[src/rtl/srct_pkg.sv]
// ----------------------------------------------------------------------------
// srct_pkg
// Shared types and constants for the split saturating reference counter table.
// ----------------------------------------------------------------------------
`default_nettype none
package srct_pkg;

  localparam int unsigned INDEX_BITS_DEF = 10;
  localparam int unsigned COUNT_BITS_DEF = 8;
  localparam int unsigned OFF_W  = 44;
  localparam int unsigned SHIFT_W = 4;
  localparam int unsigned VAL_W  = 64;

  localparam logic [SHIFT_W-1:0] ALIGN_RESET = 4'd3;

  typedef enum logic [2:0] {
    ACT_ADD    = 3'd0,
    ACT_DEC    = 3'd1,
    ACT_READ   = 3'd2,
    ACT_TAKE   = 3'd3,
    ACT_FIND   = 3'd4,
    ACT_REMOVE = 3'd5
  } action_t;

  typedef enum logic [1:0] {
    ST_OK      = 2'd0,
    ST_BAD_OFF = 2'd1,
    ST_NEG     = 2'd2
  } status_t;

  localparam logic CFG_PAGE_START = 1'b0;

  typedef enum logic [2:0] {
    S_CLEAR,
    S_IDLE,
    S_READ,
    S_CALC,
    S_WRITE
  } state_t;

  // controller -> datapath
  typedef struct packed {
    logic clear;    // write zero at clear address
    logic capture;  // latch the input item
    logic rd;       // issue table read
    logic calc;     // register computed results
    logic wr;       // write back and present result
  } dp_cmd_t;

  // datapath -> controller
  typedef struct packed {
    logic clear_done;
  } dp_sts_t;

endpackage
`default_nettype wire

[src/rtl/srct_ctrl.sv]
// ----------------------------------------------------------------------------
// srct_ctrl
// Sequencer: clearing pass after reset, then read, compute, write per item.
// ----------------------------------------------------------------------------
`default_nettype none
module srct_ctrl
  import srct_pkg::*;
(
  input  wire logic    clk,
  input  wire logic    rst,
  input  wire logic    start,
  output logic         busy,
  output dp_cmd_t      cmd,
  input  wire dp_sts_t sts
);
  state_t state, state_next;

  always_ff @(posedge clk) begin
    if (rst) begin
      state <= S_CLEAR;
    end else begin
      state <= state_next;
    end
  end

  always_comb begin
    state_next = state;
    case (state)
      S_CLEAR: if (sts.clear_done) state_next = S_IDLE;
      S_IDLE:  if (start) state_next = S_READ;
      S_READ:  state_next = S_CALC;
      S_CALC:  state_next = S_WRITE;
      S_WRITE: state_next = S_IDLE;
      default: state_next = S_CLEAR;
    endcase
  end

  always_comb begin
    cmd = '0;
    busy = 1'b1;
    case (state)
      S_CLEAR: cmd.clear = 1'b1;
      S_IDLE: begin
        busy = 1'b0;
        cmd.capture = start;
      end
      S_READ:  cmd.rd = 1'b1;
      S_CALC:  cmd.calc = 1'b1;
      S_WRITE: cmd.wr = 1'b1;
      default: cmd = '0;
    endcase
  end
endmodule
`default_nettype wire

[config.mk]
export PLATFORM = sky130hd
export DESIGN_NAME = srct_ctrl
export DESIGN_NICKNAME = d
export VERILOG_FILES = /design/src/rtl/srct_pkg.sv /design/src/rtl/srct_ctrl.sv
export SDC_FILE = /design/constraint.sdc
export NUM_CORES = 1
export LEC_CHECK = 0
export BUFFER_PORTS_ARGS = -buffer_cell sky130_fd_sc_hd__buf_2
export CAP_MARGIN = 10
export CORE_AREA = 2 2 39 41
export DETAILED_ROUTE_END_ITERATION = 8
export DIE_AREA = 0 0 41 43
export HOLD_SLACK_MARGIN = 0.15
export SLEW_MARGIN = 20
export SYNTH_ARGS = -nofsm -noshare
export SYNTH_HDL_FRONTEND = slang
export SYNTH_SLANG_ARGS = --single-unit
[constraint.sdc]
create_clock -name clk -period 2.6 [get_ports clk]
set_input_delay 0.52 -clock clk [delete_from_list [all_inputs] [get_ports clk]]
set_output_delay 0.52 -clock clk [all_outputs]
set_load 0.05 [all_outputs]
# After elaboration in Yosys (flattened, before gate mapping)
# Cells that the tools add are included.
# op_classes
muxes	9
eq_ne	6
reduce_logical	2
# op_table
operator	count
one-hot mux 3 bit (5 select lines)	1
equality test 3 x 2 -> 1 bit, second input constant	2
two-way mux 1 bit	6
two-way mux 3 bit	2
!= test 2 bit, second input constant	2
equality test 3 x 1 -> 1 bit, second input constant	1
equality test 3 bit, second input constant	1
logical NOT 3 bit	1
AND reduction 2 bit	1
# totals
in_bits	4
out_inout_bits	6
register_bits	3

# Longest topological paths before layout
# Gate-level depths: netlist of the first run.
# depth
word_depth	3
ltp_mapped	3
depth_no_buf	3

# Worst setup path before layout of the first run
# No wires, ideal clock.
# synth_path
kind	reg2out
start	register state[0]
end	output cmd[3] in the netlist's numbering
stages_incl_launch_ff	4
arrival_time_ps	1646
path_slack_ps	434
required_ps	2080
path_buffers	0
cell_sequence	dfxtp_1 and2b_1 nand2b_1 nor2_1
# synth_lines
element	line_no	source
from (decl)	srct_ctrl.sv:16	state_t state, state_next;
from (signal assigned)	srct_ctrl.sv:22	state <= state_next;
to (decl)	srct_ctrl.sv:13	output dp_cmd_t cmd,

==> reports/metrics.sh, run 1 <==
SYN_AREA_PER_CELL_UM2=8.36
R2R-END='state[2]$_SDFFE_PP0P_'
TOTAL_POWER_mW=0.184
HOLD_WS_NS=0.492
CTS-RESIZED-GATES=0
FF2FF_SETUP_SLACK_NS=1.62
WORST-SLEW-PIN-TRANSITION_NS=0.253
LAYOUT.CORE_UTILIZATION=0.193
OUTCOME='finished clean'
FIRST_PASS_GRT_WIRE_LENGTH_UM=690
DRTANTENNAVIOLNETS=0
ROUTE.VIAS.TOTAL=183
GRT.TOTAL_USAGE=0.0692
HOLD_VIOLATIONS=0
FLOORPLAN.ROWS=14
PLACE_CONGESTION=0.587
SYNTH.CELL_AREA_UM2=184
DIE_HEIGHT_UM=43
YS.WARNINGS.COUNT=0
SEQ_AREA_FRAC_SYNTH=0.327
DIE-AREA_UM2=1760
LARGEST_REG_FLOPS=3
MULTIINPUTGATEAREA_UM2=113
CTS_BUFFER_DEPTH=2
LARGEST-REGISTER='state'
SYNTH_FP_NETS=26
CRIT_REQUIRED_NS=2.08
REGISTERS_WITH_THE_HIGHEST_FLIP_FLOP_COUNTS='state x3'
CHIPWIDTH_UM=41
FINAL_ROUTED_WIRE_LENGTH_DIVIDED_BY_CELL_COUNT_UM=7.70
WORSTHOLDPATHTYPE='register to register'
FIN_CRIT_SH=0.681
INITIAL_ANTENNA_VIOLATION_COUNT=0
SYNTH_CELL_TYPE_COUNT=16
VDD.IR_DROP.WORST_uV=119
TRITONCTS='built'
RR_STARTPOINT='state[2]$_SDFFE_PP0P_'
FILLERS=167
CTS.REPAIR_TIMING.SETUP_BUFFER_COUNT=0
M1WIRELENGTH_UM=145
DRC=0
MAXSLEWVIOLCOUNT=0
GRT_SETUP_UNREPAIRED='no'
MIN_TO='state[1]$_SDFFE_PP0P_'
DRIVE_GT1_FRAC=0.441
GRT_MAX_DEGREE=10
TOP_LEVEL_PORTS=10
INSERTION_DELAY_NS=0.23
GRT_OVERFLOW_TOTAL=0
FLOW.AREA_GROWTH_FROM_SYNTHESIS_PCT=45.6
HOLDCRITSTARTPOINT='state[2]$_SDFFE_PP0P_'
NUM_CLOCK_SINKS=3
TOTALNEGATIVESETUPSLACK_NS=0
DRT-INITIAL-DRC-COUNT=1
CP-START-KIND='register'
DESIGN.CORE.AREA_UM2=1380
FINALWORSTPATHREQUIREDPERIOD_NS=1.77
WORST_ENDPOINT_DATA_ARRIVAL_TIME_NS=1.25
DRT-PASS1-ITER-COUNT=2
STATIC-LEAKAGE-POWER_nW=0.128
SEQCELLAREA_UM2=60.1
REPORT.FINAL.SETUP_VIOL=0
VIAS_PER_CELL=3.66
CP_MAX_FO=5
PWR_DENSITY_CELL_nW_PER_UM2=687
MAXSLEWHEADROOM=0.831
MIN_PATH_CELLS=1
CTSROOTBUFFERMASTER='clkbuf_4'
WL_MET2_UM=181
ROUTED_WIRELENGTH_UM=385
NUMBER_OF_NETS_IN_THE_LAYOUT=39
CLOCK.FMAX_MHz=565
MET3_WIRELENGTH_UM=58
SYNTH.FF_LATCH_COUNT=3
CLOCK_TREE.HTREE_LEVEL_COUNT=1
CRITPATHCAPTURETYPE='output port'
INITIAL_CORE_UTIL=0.133
NUMCTSBUFFERS=3
HIGHEST_LAYER='met3'
CLOCK-SKEW-FINAL_NS=0.00481
DEPTH_OF_THE_MOST_CRITICAL_REG_TO_REG_PATH=3
ANTENNA_FIX_CELLS=0
CLKSLEWWORSTSETUPHOLDPATHS_NS=0.04
PLACE.PORT_BUFFERS=9
SYNTH_CELLS=22
CRIT_TYPE='register to output port'
DRV_CAP=0
FIRST_GLOBAL_VIAS=152
CTS-HOLD-FIX-BUFFERS=0
critical path, stage by stage (launching register included):
cell	delay [ns]
dfxtp_1	0.41
and2b_1	0.19
nand2b_1	0.07
nor2_1	0.08
buf_2	0.26
per-stage QoR:
stage	area, um2	worst slack, ns	instances
after floorplan	184	0.434	22
after global placement	241	1.06	46
after detailed placement	241	1.08	46
after CTS	268	0.816	50
after global routing	268	0.703	50
final	268	0.829	50
kinds of logic (layout without fill, tap and decap cells):
| family | count (synthesis) | after routing | synth area share |
|---|---|---|---|
| DFF | 3 | 3 | 0.327 |
| AOI/OAI and AO/OA | 2 | 2 | 0.0544 |
| and+or+nand+nor | 14 | 14 | 0.503 |
| buffers and inverters | 2 | 14 | 0.0612 |
| muxes | 1 | 1 | 0.0544 |
worst max path at each step:
stage	slack, ns	from	to
after floorplan	0.43	state[0]$_SDFFE_PP0P_	cmd[3]
after global placement	1.06	state[0]$_SDFFE_PP0P_	cmd[3]
after detailed placement	1.08	state[0]$_SDFFE_PP0P_	cmd[3]
after CTS	0.82	state[0]$_SDFFE_PP0P_	cmd[3]
final	0.83	state[0]$_SDFFE_PP0P_	cmd[3]
after global routing	0.70	state[0]$_SDFFE_PP0P_	cmd[3]
cells in the final DEF (no fill, tap or decap):
cell	instances
dfxtp_1	3
nor2_1	3
clkbuf_4	3
clkbuf_1	1
mux2i_1	1
nor3b_2	1
nand2b_1	1
and2_1	1
or2_1	1
buf_2	9
nor2b_1	1
nand2_1	1
a21oi_1	2
nor2b_4	1
and2b_1	1
inv_1	1
nor3_1	2
and2_4	1
synthesized netlist by cell type (all sizes together):
library cell  n  area, um2
buf           1       7.51
inv           1       3.75
nand2b        1       6.26
and2b         1       7.51
nor3          2       10.0
nor2b         2       20.0
mux2i         1       10.0
or2           1       6.26
a21oi         2       10.0
nor2          3       11.3
nor3b         1       12.5
dfxtp         3       60.1
and2          2       15.0
nand2         1       3.75
layout make-up:
cell class,instances,share of cell area
sequential,3,0.224
inverter,1,0.0140
multi-input combinational,17,0.421
timing repair buffer,9,0.168
tap,16,0.0748
clock buffer,4,0.0981
routing by layer:
| metal | track usage | vias to the layer above |
|---|---|---|
| li1 | - | 95 |
| met1 | 0.0641 | 82 |
| met2 | 0.0688 | 6 |
| met3 | 0.0785 | 0 |
| met4 | 0.0800 | 0 |
| met5 | 0 | - |
report_power, final:
part / leakage, nW / switching [mW] / total, mW / internal, mW
Sequential: 0.0246 / 0.00480 / 0.0540 / 0.0492
Combinational: 0.0882 / 0.0335 / 0.0478 / 0.0142
Clock: 0.0150 / 0.0247 / 0.0822 / 0.0576
No activity file was read; power rests on OpenSTA's default activity.
==> inputs of run 2 (changes only) <==
==> constraint.sdc (replaced) <==
create_clock -name clk -period 1.44 [get_ports clk]
set_input_delay 0.288 -clock clk [delete_from_list [all_inputs] [get_ports clk]]
set_output_delay 0.288 -clock clk [all_outputs]
set_load 0.05 [all_outputs]
==> run 2 against run 1 <==
Routed wire length grew 13%. Power grew 90%. Sequential power up 83%. Critical endpoint unchanged.
==> reports/metrics.sh, run 2 (synthesized netlist as in run 1, its figures left out) <==
OUTCOME='finished clean'
FLOW.AREA_GROWTH_FROM_SYNTHESIS_PCT=63.9
M1WIRELENGTH_UM=168  # +16%
SEQ_POWER_SHARE=0.283  # -0.010
TOP_LEVEL_PORTS=10  # unchanged
P_CLK_FRAC=0.437  # -0.010
GRT_SETUP_UNREPAIRED='yes'
VDD.IR_DROP.WORST_uV=480  # +300%
CP-START-KIND='register'
VIAS_PER_CELL=3.63  # -0.89%
WORSTHOLDPATHTYPE='input pin to register'
CLOCK.FMAX_MHz=702
COMBPWRFRAC=0.280  # +0.020
CP-STARTPOINT='state[2]$_SDFFE_PP0P_'
POWER_SWITCHING_SHARE=0.343  # +0.000720
NUM_CLOCK_SINKS=3  # unchanged
DIE-AREA_UM2=1760  # unchanged
CTSROOTBUFFERMASTER='clkbuf_4'
CRITPATHCAPTURETYPE='output port'
MAXSLEWVIOLCOUNT=0  # unchanged
ROUTED_WIRELENGTH_UM=434  # +13%
FINAL_ROUTED_WIRE_LENGTH_DIVIDED_BY_CELL_COUNT_UM=8.51  # +11%
GRT_OVERFLOW_TOTAL=0  # unchanged
PRECTSSETUPSLACK_NS=0.154  # -0.921 ns
RR_STARTPOINT='state[2]$_SDFFE_PP0P_'
CPMAXSTAGEDELAYCELL='dfxtp_2'
CRIT_REQUIRED_NS=1.15  # -0.93 ns
DRT-INITIAL-DRC-COUNT=2  # +1
DESIGN.CORE.AREA_UM2=1380  # unchanged
CHIPWIDTH_UM=41  # unchanged
CLKSLEWWORSTSETUPHOLDPATHS_NS=0.04  # about the same
HIGHEST_LAYER='met3'
CPPEAKSTAGEDELAY_NS=0.33  # -0.08 ns
FILLERS=163  # -2.4%
TRITONCTS='built'
PLACEMENT.CELL_AREA_UM2=244  # +1.0%
P_INT_mW=0.229  # +89%
HOLD_WS_NS=0.264  # -0.228 ns
DRV_CAP=0  # unchanged
CRIT_TYPE='register to output port'
REGISTERS_WITH_THE_HIGHEST_FLIP_FLOP_COUNTS='state x3'
MAXSLEWHEADROOM=0.836  # +0.00569
LARGEST-REGISTER='state'
DRT-PASS1-ITER-COUNT=2  # unchanged
WORST-SLEW-PIN-TRANSITION_NS=0.247  # -0.00648 ns
CRITICAL-PATH-TOP-DELAY-FAMILY='simple AND/OR/NAND/NOR gates'
DETAILED_PLACE_HPWL_UM=284
CRIT_CHAIN='and2b_1 > nand2b_1 > nor2_2 > buf_6'
DRC=0  # unchanged
FIRST_PASS_GRT_WIRE_LENGTH_UM=676  # -2.0%
CTS-HOLD-FIX-BUFFERS=0  # unchanged
PWR_DENSITY_CELL_nW_PER_UM2=1160  # +68%
MET3_WIRELENGTH_UM=50  # -14%
HOLD_VIOLATIONS=0  # unchanged
FINALWORSTPATHREQUIREDPERIOD_NS=1.42
LARGEST_REG_FLOPS=3  # unchanged
CLOCK_TREE.HTREE_LEVEL_COUNT=1  # unchanged
MOST-COMMON-LAYOUT-CELLS='4 x clkbuf_4, 4 x buf_2, 3 x buf_4, 3 x dfxtp_2'
NUMCTSBUFFERS=3  # unchanged
REPORT.FINAL.SETUP_VIOL=0  # unchanged
ANTENNA_FIX_CELLS=0  # unchanged
FIN_CRIT_SH=0.989
TOTAL_POWER_mW=0.349  # +90%
TIMING.FINAL.WS_SETUP_NS=0.0161  # -0.813 ns
DRTANTENNAVIOLNETS=0  # unchanged
HOLDCRITSTARTPOINT='rst'
TIMING.CRITICAL_PATH.BUF_INV=1  # unchanged
WORST_ENDPOINT_DATA_ARRIVAL_TIME_NS=1.14  # -0.11 ns
STATIC-LEAKAGE-POWER_nW=0.136  # +6.6%
SWITCHINGPOWER_mW=0.120  # +90%
GRT_MAX_DEGREE=10  # unchanged
INSERTION_DELAY_NS=0.24  # about the same
PLACE.PORT_BUFFERS=9  # unchanged
INITIAL_ANTENNA_VIOLATION_COUNT=0  # unchanged
FLOORPLAN.ROWS=14  # unchanged
FINAL_AREA_UM2=302  # +13%
FIRST_GLOBAL_VIAS=168  # +11%
ROUTE.VIAS.TOTAL=185  # +1.1%
NUMBER_OF_NETS_IN_THE_LAYOUT=40  # +2.6%
WL_MET2_UM=215  # +19%
CP_MAX_FO=5  # unchanged
GRT.TOTAL_USAGE=0.0643  # -0.00495
CLOCK-SKEW-FINAL_NS=0.00571  # +0.000895 ns
PLACE_CONGESTION=0.595  # +1.4%
INITIAL_CORE_UTIL=0.133  # unchanged
DRIVE_GT1_FRAC=0.571  # +0.130
CTS_BUFFER_DEPTH=2  # unchanged
DIE_HEIGHT_UM=43  # unchanged
## run 2: cell types whose count changed in the layout (fill, tap and decap cells not counted), sizes merged
cell / previous run / this run
clkbuf: 4 / 5
## run 2: through the flow
stage | instances | utilization | TNS (ns)
global route | 51 | 0.218 | -0.0787
finish | 51 | 0.218 | 0
global placement | 46 | 0.176 | 0
floorplan | 22 | - | -0.562
CTS | 50 | 0.210 | -0.00518
detailed placement | 46 | 0.176 | 0
## run 2: path summary, 6_finish.rpt
path         slack [ns]  cells past startpoint               endpoint
max                0.02                      4                 cmd[3]
min reg2reg        0.45                      1  state[1]$_SDFFE_PP0P_
min                0.26                      2  state[2]$_SDFFE_PP0P_
max reg2reg        0.49                      3  state[2]$_SDFFE_PP0P_
## run 2: power by group through the flow
| stage | logic (mW) | clock network (mW) | registers [mW] |
|---|---|---|---|
| after detailed placement | 0.0877 | 0 | 0.0985 |
| after global placement | 0.0873 | 0 | 0.0986 |
| after CTS | 0.0937 | 0.157 | 0.0985 |
| final | 0.0979 | 0.152 | 0.0986 |
| after floorplan | 0.0695 | 0 | 0.0970 |
| after global routing | 0.105 | 0.169 | 0.0998 |
## run 2: cell type report
type | instances | area (um2) | area share
Clock buffer | 4 | 26.3 | 0.0871
Inverter | 1 | 3.75 | 0.0124
Multi-Input combinational cell | 17 | 115 | 0.382
Sequential cell | 3 | 63.8 | 0.212
Tap cell | 16 | 20.0 | 0.0664
Timing Repair Buffer | 10 | 72.6 | 0.241
## run 2: repair_timing
action,in CTS,in global routing
setup buffers,0,1
gates resized for setup,8,2
setup endpoints to repair,4,4
hold endpoints to repair,0,0
gates cloned,0,0
## run 2: metal layers
| metal | track usage | vias up |
|---|---|---|
| met5 | 0 | - |
| met4 | 0.0200 | 0 |
| met1 | 0.0611 | 81 |
| met3 | 0.0785 | 0 |
| li1 | - | 96 |
| met2 | 0.0844 | 8 |
==> inputs of run 3 (changes only) <==
==> constraint.sdc (replaced) <==
create_clock -name clk -period 1.69 [get_ports clk]
set_input_delay 0.338 -clock clk [delete_from_list [all_inputs] [get_ports clk]]
set_output_delay 0.338 -clock clk [all_outputs]
set_load 0.05 [all_outputs]
==> run 3 against run 2 <==
Largest power group unchanged. Non-clock buffer count shrank 1. Via count fell by 6.5%. Routed wire length decreased by 4.6%. Sequential cell count unchanged. Largest cell class unchanged.
==> reports/metrics.sh, run 3 (synthesized netlist as in run 1, its figures left out) <==
FINAL_AREA_UM2=270  # -10%
CLOCK_TREE.HTREE_LEVEL_COUNT=1  # unchanged
DRV_CAP=0  # unchanged
HOLDCRITSTARTPOINT='rst'
CRITPATHCAPTURE='cmd[3]'
CTS-RESIZED-GATES=0  # -8
VDD.IR_DROP.WORST_uV=284  # -41%
WORST_ENDPOINT_DATA_ARRIVAL_TIME_NS=1.24  # +0.10 ns
CRITICAL-PATH-TOP-DELAY-FAMILY='flip-flops'
CRITPATHCAPTURETYPE='output port'
FLOORPLAN.ROWS=14  # unchanged
DRTANTENNAVIOLNETS=0  # unchanged
LARGEST_REG_FLOPS=3  # unchanged
PWR_DENSITY_CELL_nW_PER_UM2=1070  # -7.9%
INSERTION_DELAY_NS=0.24  # about the same
MAXSLEWVIOLCOUNT=0  # unchanged
FF2FF_SETUP_SLACK_NS=0.72  # +0.23 ns
P_INT_mW=0.187  # -19%
ANTENNA_FIX_CELLS=0  # unchanged
MULTIINPUTGATEAREA_UM2=115  # unchanged
INITIAL_CORE_UTIL=0.133  # unchanged
ROUTE.VIAS.TOTAL=173  # -6.5%
CLOCK.FMAX_MHz=634
FINAL_ROUTED_WIRE_LENGTH_DIVIDED_BY_CELL_COUNT_UM=8.28  # -2.7%
WORSTHOLDPATHTYPE='input pin to register'
SEQCELLAREA_UM2=60.1  # -5.9%
FINALNONFILLERCELLS=50  # -2.0%
TOTALNEGATIVESETUPSLACK_NS=0  # unchanged
REPORT.FINAL.SETUP_VIOL=0  # unchanged
CRIT_TYPE='register to output port'
GRT_SETUP_UNREPAIRED='no'
CLOCK-SKEW-FINAL_NS=0.000382  # -0.00533 ns
NUM_CLOCK_SINKS=3  # unchanged
OUTCOME='finished clean'
TIMING.FINAL.WS_SETUP_NS=0.114  # +0.0977 ns
CP-STARTPOINT='state[0]$_SDFFE_PP0P_'
CLKSLEWWORSTSETUPHOLDPATHS_NS=0.04  # about the same
CPMAXSTAGEDELAYCELL='dfxtp_1'
DEPTH_OF_THE_MOST_CRITICAL_REG_TO_REG_PATH=3  # unchanged
SWITCHINGPOWER_mW=0.101  # -15%
PLACE.DETAILED.INSTANCES=46  # unchanged
LARGEST-REGISTER='state'
CHIPWIDTH_UM=41  # unchanged
CTS_BUFFER_DEPTH=2  # unchanged
PRECTSSETUPSLACK_NS=0.364  # +0.210 ns
DRT-INITIAL-DRC-COUNT=3  # +1
HOLD_VIOLATIONS=0  # unchanged
NUMBER_OF_NETS_IN_THE_LAYOUT=39  # -2.5%
CTS-HOLD-FIX-BUFFERS=0  # unchanged
CRIT_REQUIRED_NS=1.35  # +0.20 ns
DRC=0  # unchanged
FILLERS=168  # +3.1%
CP_MAX_FO=5  # unchanged
FIN_CRIT_SH=0.933
CTSROOTBUFFERMASTER='clkbuf_4'
MOST-COMMON-LAYOUT-CELLS='9 x buf_2, 3 x clkbuf_4, 3 x dfxtp_1'
GRT.TOTAL_USAGE=0.0622  # -0.00207
TIMING.CRITICAL_PATH.DEPTH=4  # unchanged
DESIGN.CORE.AREA_UM2=1380  # unchanged
NUMCTSBUFFERS=3  # unchanged
TRITONCTS='built'
SEQ_POWER_SHARE=0.288  # +0.005
R2R-END='state[0]$_SDFFE_PP0P_'
TIMING.CRITICAL_PATH.BUF_INV=1  # unchanged
DIE-AREA_UM2=1760  # unchanged
ROUTED_WIRELENGTH_UM=414  # -4.6%
VIAS_PER_CELL=3.46  # -4.6%
FIRST_GLOBAL_VIAS=164  # -2.4%
PLACEMENT.CELL_AREA_UM2=244  # unchanged
CRIT_CHAIN='and2b_1 > nand2b_1 > nor2_2 > buf_2'
WORST-SLEW-PIN-TRANSITION_NS=0.256  # +0.00872 ns
STATIC-LEAKAGE-POWER_nW=0.128  # -6.3%
FLOW.AREA_GROWTH_FROM_SYNTHESIS_PCT=46.9
DIE_HEIGHT_UM=43  # unchanged
FINAL_COMMON_CELL='buf_2'
POWER_SWITCHING_SHARE=0.352  # +0.00860
GRT_OVERFLOW_TOTAL=0  # unchanged
DRT-PASS1-ITER-COUNT=2  # unchanged
RR_STARTPOINT='state[1]$_SDFFE_PP0P_'
CPPEAKSTAGEDELAY_NS=0.40  # +0.07 ns
CP-START-KIND='register'
DRIVE_GT1_FRAC=0.471  # -0.101
FINALWORSTPATHREQUIREDPERIOD_NS=1.58
P_CLK_FRAC=0.453  # +0.016
REGISTERS_WITH_THE_HIGHEST_FLIP_FLOP_COUNTS='state x3'
CTS.REPAIR_TIMING.SETUP_BUFFER_COUNT=0  # unchanged
COMBPWRFRAC=0.259  # -0.021
INITIAL_ANTENNA_VIOLATION_COUNT=0  # unchanged
GRT_MAX_DEGREE=10  # unchanged
FIRST_PASS_GRT_WIRE_LENGTH_UM=600  # -11%
MAXSLEWHEADROOM=0.829  # -0.00718
PLACE_CONGESTION=0.611  # +2.6%
TOTAL_POWER_mW=0.288  # -17%
PLACE.PORT_BUFFERS=9  # unchanged
TOP_LEVEL_PORTS=10  # unchanged
-- run 3: cell count changes in the layout (fill, tap and decap cells not counted) --
cell / previous run / this run
buf_2: 4 / 9
buf_4: 3 / 0
dfxtp_1: 0 / 3
dfxtp_2: 3 / 0
buf_6: 2 / 0
clkbuf_4: 4 / 3
-- run 3: through the flow --
step | utilization | hold WS, ns
4_1_cts | 0.195 | 0.296
2_1_floorplan | - | 0.402
3_3_place_gp | 0.176 | 0.482
6_report | 0.195 | 0.305
3_5_place_dp | 0.176 | 0.491
5_1_grt | 0.195 | 0.295
-- run 3: area by class of cell --
cell class | instances | area share
inverters | 1 | 0.0139
flip-flops and latches | 3 | 0.222
clock buffers | 4 | 0.0972
repair buffers | 9 | 0.167
well taps | 16 | 0.0741
multi-input cells | 17 | 0.426
-- run 3: power groups by stage --
stage | clock network [mW] | logic [mW] | registers (mW)
4_1_cts | 0.138 | 0.0756 | 0.0830
5_1_grt | 0.144 | 0.0796 | 0.0841
6_report | 0.131 | 0.0745 | 0.0828
2_1_floorplan | 0 | 0.0592 | 0.0827
3_5_place_dp | 0 | 0.0752 | 0.0838
3_3_place_gp | 0 | 0.0750 | 0.0837
-- run 3: worst min-delay path by stage --
stage	cells after the start	slack, ns	end
5_1_grt	2	0.29	state[2]$_SDFFE_PP0P_
3_3_place_gp	1	0.48	state[1]$_SDFFE_PP0P_
2_1_floorplan	1	0.40	state[2]$_SDFFE_PP0P_
3_5_place_dp	1	0.49	state[1]$_SDFFE_PP0P_
6_report	2	0.31	state[2]$_SDFFE_PP0P_
4_1_cts	2	0.30	state[2]$_SDFFE_PP0P_
-- run 3: per-layer routing --
metal  global-route usage  wire [um]
met4               0.0600         13
met1               0.0481        168
met3               0.0785         54
met5                    0          0
met2               0.0719        178
-- run 3: worst register-to-register path, delay by kind of cell, from the launching register on --
kind,cells,cell delay (ns)
flip-flops,1,0.37
AO/OA/AOI/OAI,2,0.23
AND/OR/NAND/NOR,1,0.25
